$ cat src/hw/rtl/tfpm_pkg.sv
package tfpm_pkg;

    localparam int unsigned HOST_W = 17;
    localparam int unsigned BYTE_W = 21;
    localparam int unsigned BIT_W  = 17;

    // Converter codes: full scale for 5 V and 12 V * 10/24, half for 2.5 V.
    localparam logic [7:0] ADC_CODE_FULL = 8'd213;
    localparam logic [7:0] ADC_CODE_HALF = 8'd106;
    localparam logic [7:0] ADC_CODE_ZERO = 8'd0;
    localparam logic [3:0] ADC_IDX_MOTOR = 4'd11;

    typedef enum logic {
        REQ_LINE_CHANGE = 1'b0,
        REQ_ADC_START   = 1'b1
    } t_req_kind;

    typedef struct packed {
        t_req_kind         req_type;
        logic [3:0]        port1_dir;
        logic [3:0]        port2_dir;
        logic [3:0]        port3_dir;
        logic [3:0]        port4_dir;
        logic              cmd_line;
        logic              motor_line;
        logic              break_line;
        logic [HOST_W-1:0] host_bit_period;
    } t_req;

    typedef struct packed {
        logic [3:0]        low_nibble_in;
        logic [3:0]        high_nibble_in;
        logic [3:0]        pot_a_high;
        logic [3:0]        pot_b_high;
        logic              trigger_pressed;
        logic              loopback_on;
        logic              audio_on;
        logic [BYTE_W-1:0] byte_period;
        logic [BIT_W-1:0]  bit_period;
        logic [16:0]       ext_clock_period;
    } t_res;

    typedef struct packed {
        logic       load;
        logic [7:0] code;
    } t_adc_upd;

    function automatic logic [BYTE_W-1:0] byte_cycles(input logic [3:0] sel);
        logic [BYTE_W-1:0] v;
        case (sel)
            4'd0:    v = BYTE_W'(11932);
            4'd1:    v = BYTE_W'(5966);
            4'd2:    v = BYTE_W'(2983);
            4'd3:    v = BYTE_W'(1491);
            4'd4:    v = BYTE_W'(746);
            4'd5:    v = BYTE_W'(373);
            4'd6:    v = BYTE_W'(1491);
            4'd8:    v = BYTE_W'(95455);
            4'd9:    v = BYTE_W'(47727);
            4'd10:   v = BYTE_W'(23864);
            4'd11:   v = BYTE_W'(11932);
            4'd12:   v = BYTE_W'(5966);
            4'd13:   v = BYTE_W'(2983);
            4'd14:   v = BYTE_W'(11932);
            default: v = '0;
        endcase
        return v;
    endfunction

    function automatic logic [BIT_W-1:0] bit_cycles(input logic [3:0] sel);
        logic [BIT_W-1:0] v;
        case (sel)
            4'd0:    v = BIT_W'(746);
            4'd1:    v = BIT_W'(373);
            4'd2:    v = BIT_W'(186);
            4'd3:    v = BIT_W'(93);
            4'd4:    v = BIT_W'(47);
            4'd5:    v = BIT_W'(23);
            4'd6:    v = BIT_W'(93);
            4'd8:    v = BIT_W'(5966);
            4'd9:    v = BIT_W'(2983);
            4'd10:   v = BIT_W'(1491);
            4'd11:   v = BIT_W'(746);
            4'd12:   v = BIT_W'(373);
            4'd13:   v = BIT_W'(186);
            4'd14:   v = BIT_W'(746);
            default: v = '0;
        endcase
        return v;
    endfunction

    function automatic logic [7:0] conv_code(input logic [3:0] idx);
        logic [7:0] v;
        case (idx)
            4'd0, 4'd1, 4'd2, 4'd3, 4'd4, 4'd5, 4'd11, 4'd12: v = ADC_CODE_FULL;
            4'd13, 4'd14: v = ADC_CODE_HALF;
            default:      v = ADC_CODE_ZERO;
        endcase
        return v;
    endfunction

endpackage

$ cat src/hw/rtl/tfpm_map.sv
module tfpm_map import tfpm_pkg::*; (
    input  t_req       i_req,
    input  logic       i_fire,
    input  logic [7:0] i_adc_code,
    output t_adc_upd   o_upd,
    output t_res       o_res
);

    logic [7:0]        bus;
    logic [7:0]        code_eff;
    logic [7:0]        bus_cmd;
    logic [7:0]        bus_m;
    logic [BYTE_W-1:0] host_x10;
    logic [BYTE_W-1:0] byte_p;
    logic [BIT_W-1:0]  bit_p;

    always_comb begin
        bus = {i_req.port2_dir & i_req.port4_dir, i_req.port1_dir & i_req.port3_dir};

        // Converter code picked by the unmasked low nibble; one entry follows motor.
        o_upd.load = i_fire && (i_req.req_type == REQ_ADC_START);
        if (bus[3:0] == ADC_IDX_MOTOR) begin
            o_upd.code = i_req.motor_line ? ADC_CODE_FULL : ADC_CODE_ZERO;
        end else begin
            o_upd.code = conv_code(bus[3:0]);
        end

        // A start item uses its own fresh code.
        code_eff = (i_req.req_type == REQ_ADC_START) ? o_upd.code : i_adc_code;

        bus_cmd = i_req.cmd_line ? (bus & code_eff) : bus;
        bus_m   = (i_req.motor_line && i_req.break_line)
                ? (bus_cmd & {bus_cmd[3:0], bus_cmd[7:4]}) : bus_cmd;

        host_x10 = {1'b0, i_req.host_bit_period, 3'b000}
                 + {3'b000, i_req.host_bit_period, 1'b0};

        if (bus_m[0]) begin
            byte_p = host_x10;
            bit_p  = i_req.host_bit_period;
        end else begin
            byte_p = byte_cycles(bus_m[7:4]);
            bit_p  = bit_cycles(bus_m[7:4]);
        end

        o_res.low_nibble_in    = bus_m[3:0];
        o_res.high_nibble_in   = bus_m[7:4];
        o_res.pot_a_high       = {bus_m[5], bus_m[1], bus_m[7], bus_m[3]};
        o_res.pot_b_high       = {bus_m[4], bus_m[0], bus_m[6], bus_m[2]};
        o_res.trigger_pressed  = !i_req.motor_line;
        o_res.loopback_on      = bus_m[1];
        o_res.audio_on         = bus_m[2] & i_req.motor_line;
        o_res.byte_period      = byte_p;
        o_res.bit_period       = bit_p;
        o_res.ext_clock_period = byte_p[BYTE_W-1:4];
    end

endmodule
$ cat config.mk
export PLATFORM = sky130hd
export DESIGN_NAME = tfpm_map
export DESIGN_NICKNAME = d
export VERILOG_FILES = /design/src/hw/rtl/tfpm_pkg.sv /design/src/hw/rtl/tfpm_map.sv
export SDC_FILE = /design/constraint.sdc
export NUM_CORES = 1
export LEC_CHECK = 0
export BUFFER_PORTS_ARGS = -buffer_cell sky130_fd_sc_hd__buf_2
export CORE_MARGIN = 10
export CORE_UTILIZATION = 43
export DETAILED_ROUTE_END_ITERATION = 16
export PLACE_DENSITY = 0.81
export SETUP_SLACK_MARGIN = 0.2
export SYNTH_ARGS = -nofsm -noshare
export SYNTH_HDL_FRONTEND = slang
export SYNTH_SLANG_ARGS = --single-unit
$ cat constraint.sdc
create_clock -name vclk -period 2.85
set_input_delay 0.4275 -clock vclk [all_inputs]
set_output_delay 0.4275 -clock vclk [all_outputs]
set_load 0.02 [all_outputs]
==> summary.txt <==
Place
  • GPL Wtd Cong: 0.939
  • Dpl cell area: 3740 um^2
  • I/O Buffers: 129
  • DPL Wire Length: 8.30 mm
  • # placed instances: 555

Floorplan
  • IO Pins: 129
  • Core area: 5110 um^2
  • Initial core utilization: 0.446
  • Die Area: 8600 um^2
  • Row cnt: 26
  • Die X: 92.8 um
  • Die outline height: 92.8 um

Drt
  • Vias: 4,031
  • DR top layer: met4
  • Antenna Violating Nets Remaining: 0
  • Via-per-instance ratio: 6.83
  • Met3 WL post-DR: 1.86 mm
  • DRT Pass-1 Iters: 5
  • Residual DRC: 0
  • Routed wire length: 16.4 mm
  • WL met2: 7.61 mm
  • Drt initial violations: 337
  • Met1 wire length: 5.46 mm
  • WL per Instance: 27.9 um

Setup path
  • Critical Path Source Type: primary input
  • Data required, critical path: 2.42 ns
  • Crit-path cells: buf_8 -> nand4_1 -> buf_6 -> o311ai_4 -> a21oi_2 -> nor3_4 -> buf_12 -> inv_8 -> ha_4 -> o211a_1 -> a311oi_2 -> a21oi_1 -> buf_2
  • CP max-delay cell: a311oi_2
  • Slowest stage delay, CP: 0.40 ns
  • Critical Path Fanout Max: 5
  • Worst Path Arrival: 2.74 ns
  • Setup crit end kind: primary output
  • Crit path kind: primary input to primary output

Timing
  • Max-slew violations: 0
  • Final period utilization: 1.11
  • Setup-failing EPs final: 49
  • Final worst slack: -0.322 ns
  • RSZ-0062 raised after global routing: true
  • Fmax: 315 MHz
  • Crit path time final: 3.17 ns
  • Fin. Hold Viols: 0
  • Final Hold Slack: 1.23 ns
  • Slew HR: 0.695
  • Fin Setup TNS: -7.87 ns
  • Worst-Margin Slew: 0.455 ns

GRT
  • Largest net degree at the start of global routing: 28
  • Initial antenna violation count: 0
  • First-pass GRT wire length: 18.9 mm
  • Total GRT Usage: 0.260
  • Grt ovf: 0
  • Vias in the first global route: 3,753

Worst hold path
  • Hold-critical path depth: 4
  • Class of the worst hold path: primary input to primary output
  • Hold Crit Endpoint: o_res[28]
  • Hold path startpoint: i_req[11]

Synthesis
  • Cell taking the most area after synthesis: ha_1
  • Synth unique cells: 63
  • Area share of the largest cell type after synthesis: 0.121
  • Sequential area share after synthesis: 0
  • Synth Cell Area: 2280 um^2
  • Synth area leaders: ha_1 12%, buf_4 11%, nand2_1 6.1%, a21oi_1 4.6%, nor2_1 4.3%
  • Synth warnings: 0
  • Mean Syn Cell Area: 6.96 um^2
  • Syn Nets: 396
  • Synth Instances: 327

Outcome
  • Status: complete, but fails checks
  • Failing checks: negative setup slack

Layout
  • # diodes: 0
  • Finished Layout Cells: 590
  • Design Area, Final: 4800 um^2
  • Sequential cells: 0
  • Register Area: 0 um^2
  • Core Util, Final: 0.940
  • Nets: 591
  • Clock buf count: 0
  • Syn-to-layout area delta: 111%
  • Layout cells sized above 1: 0.712

Pwr
  • LEAKAGE: 2.14 nW
  • Max VDD drop: 0.000206 V
  • PwrDens: 275 nW/um^2

Flow run
  • Max Cap Violations: 0

Clocking
  • CTS Hold Buffers Added: 0
==> synthesized netlist by cell type (5+ instances only) <==
library cell and number:
nand2_1 37, buf_4 32, nor2_1 26, ha_1 22, a21oi_1 21, o21ai_0 14
inv_1 11, nand3_1 11, o21ai_1 10, and2_1 9, xnor2_1 9, o211ai_1 7
o211a_1 6, a211oi_1 5, nand4_1 5
==> per-stage QoR <==
| stage | setup WS [ns] | total power [mW] |
|---|---|---|
| 4_1_cts | -0.122 | 1.13 |
| 6_report | -0.322 | 1.32 |
| 5_1_grt | -0.359 | 1.36 |
| 3_3_place_gp | -0.193 | 0.923 |
| 2_1_floorplan | -0.281 | 0.669 |
| 3_5_place_dp | -0.291 | 0.942 |
==> final cells by class <==
type,count,area (um^2)
multi-input cells,269,2710
repair buffers,235,1920
fillers,151,305
well taps,70,87.6
inverters,16,85.1
==> routing by layer <==
layer / vias to the layer above / GRT usage
li1: 1575 / -
met1: 1823 / 0.273
met2: 464 / 0.484
met3: 169 / 0.0549
met4: 0 / 0.120
met5: - / 0
==> kinds of logic (layout without fill, tap and decap cells) <==
| family | Yosys count | count (layout) | synth area share |
|---|---|---|---|
| AO/OA/AOI/OAI | 116 | 116 | 0.390 |
| XOR/XNOR | 13 | 13 | 0.0500 |
| adder cells (fa/ha/maj) | 23 | 23 | 0.130 |
| buffers and inverters | 58 | 251 | 0.164 |
| AND/OR/NAND/NOR | 117 | 117 | 0.266 |
==> layout by cell type, fill, tap and decap left out, types with 8 or more instances in the layout <==
cell type | Yosys | layout
and2_1 | 9 | 8
nand2_1 | 37 | 31
buf_2 | 3 | 76
buf_4 | 32 | 90
ha_4 | 0 | 15
nor2_1 | 26 | 19
a21oi_4 | 0 | 8
buf_6 | 4 | 57
xnor2_1 | 9 | 8
a21oi_1 | 21 | 8
o21ai_2 | 1 | 14
==> timing repair <==
action,CTS,global route
gates resized for setup,137,56
pin swaps,42,34
buffers inserted,20,14
endpoints found under the setup margin,53,53
gates cloned,0,1
==> worst max path at each step <==
| stage | start | end | slack (ns) | cells past startpoint |
|---|---|---|---|---|
| floorplan | i_req[26] | o_res[41] | -0.28 | 10 |
| global placement | i_req[26] | o_res[44] | -0.19 | 12 |
| detailed placement | i_req[34] | o_res[43] | -0.29 | 12 |
| CTS | i_req[26] | o_res[3] | -0.12 | 13 |
| global route | i_req[34] | o_res[2] | -0.36 | 13 |
| finish | i_req[34] | o_res[20] | -0.32 | 13 |
==> report_power, final <==
part	leakage, nW	switching, mW	internal (mW)	total [mW]
Combinational	2.14	0.732	0.591	1.32
Clock	0	0	0	0
Sequential	0	0	0	0
==> worst max-delay path, delay by kind of cell <==
| kind | cells | cell delay [ns] |
|---|---|---|
| fa+ha+maj | 1 | 0.18 |
| buf+inv | 5 | 0.66 |
| simple gates | 2 | 0.38 |
| compound gates | 5 | 1.08 |
No activity file was read; power rests on OpenSTA's default activity.
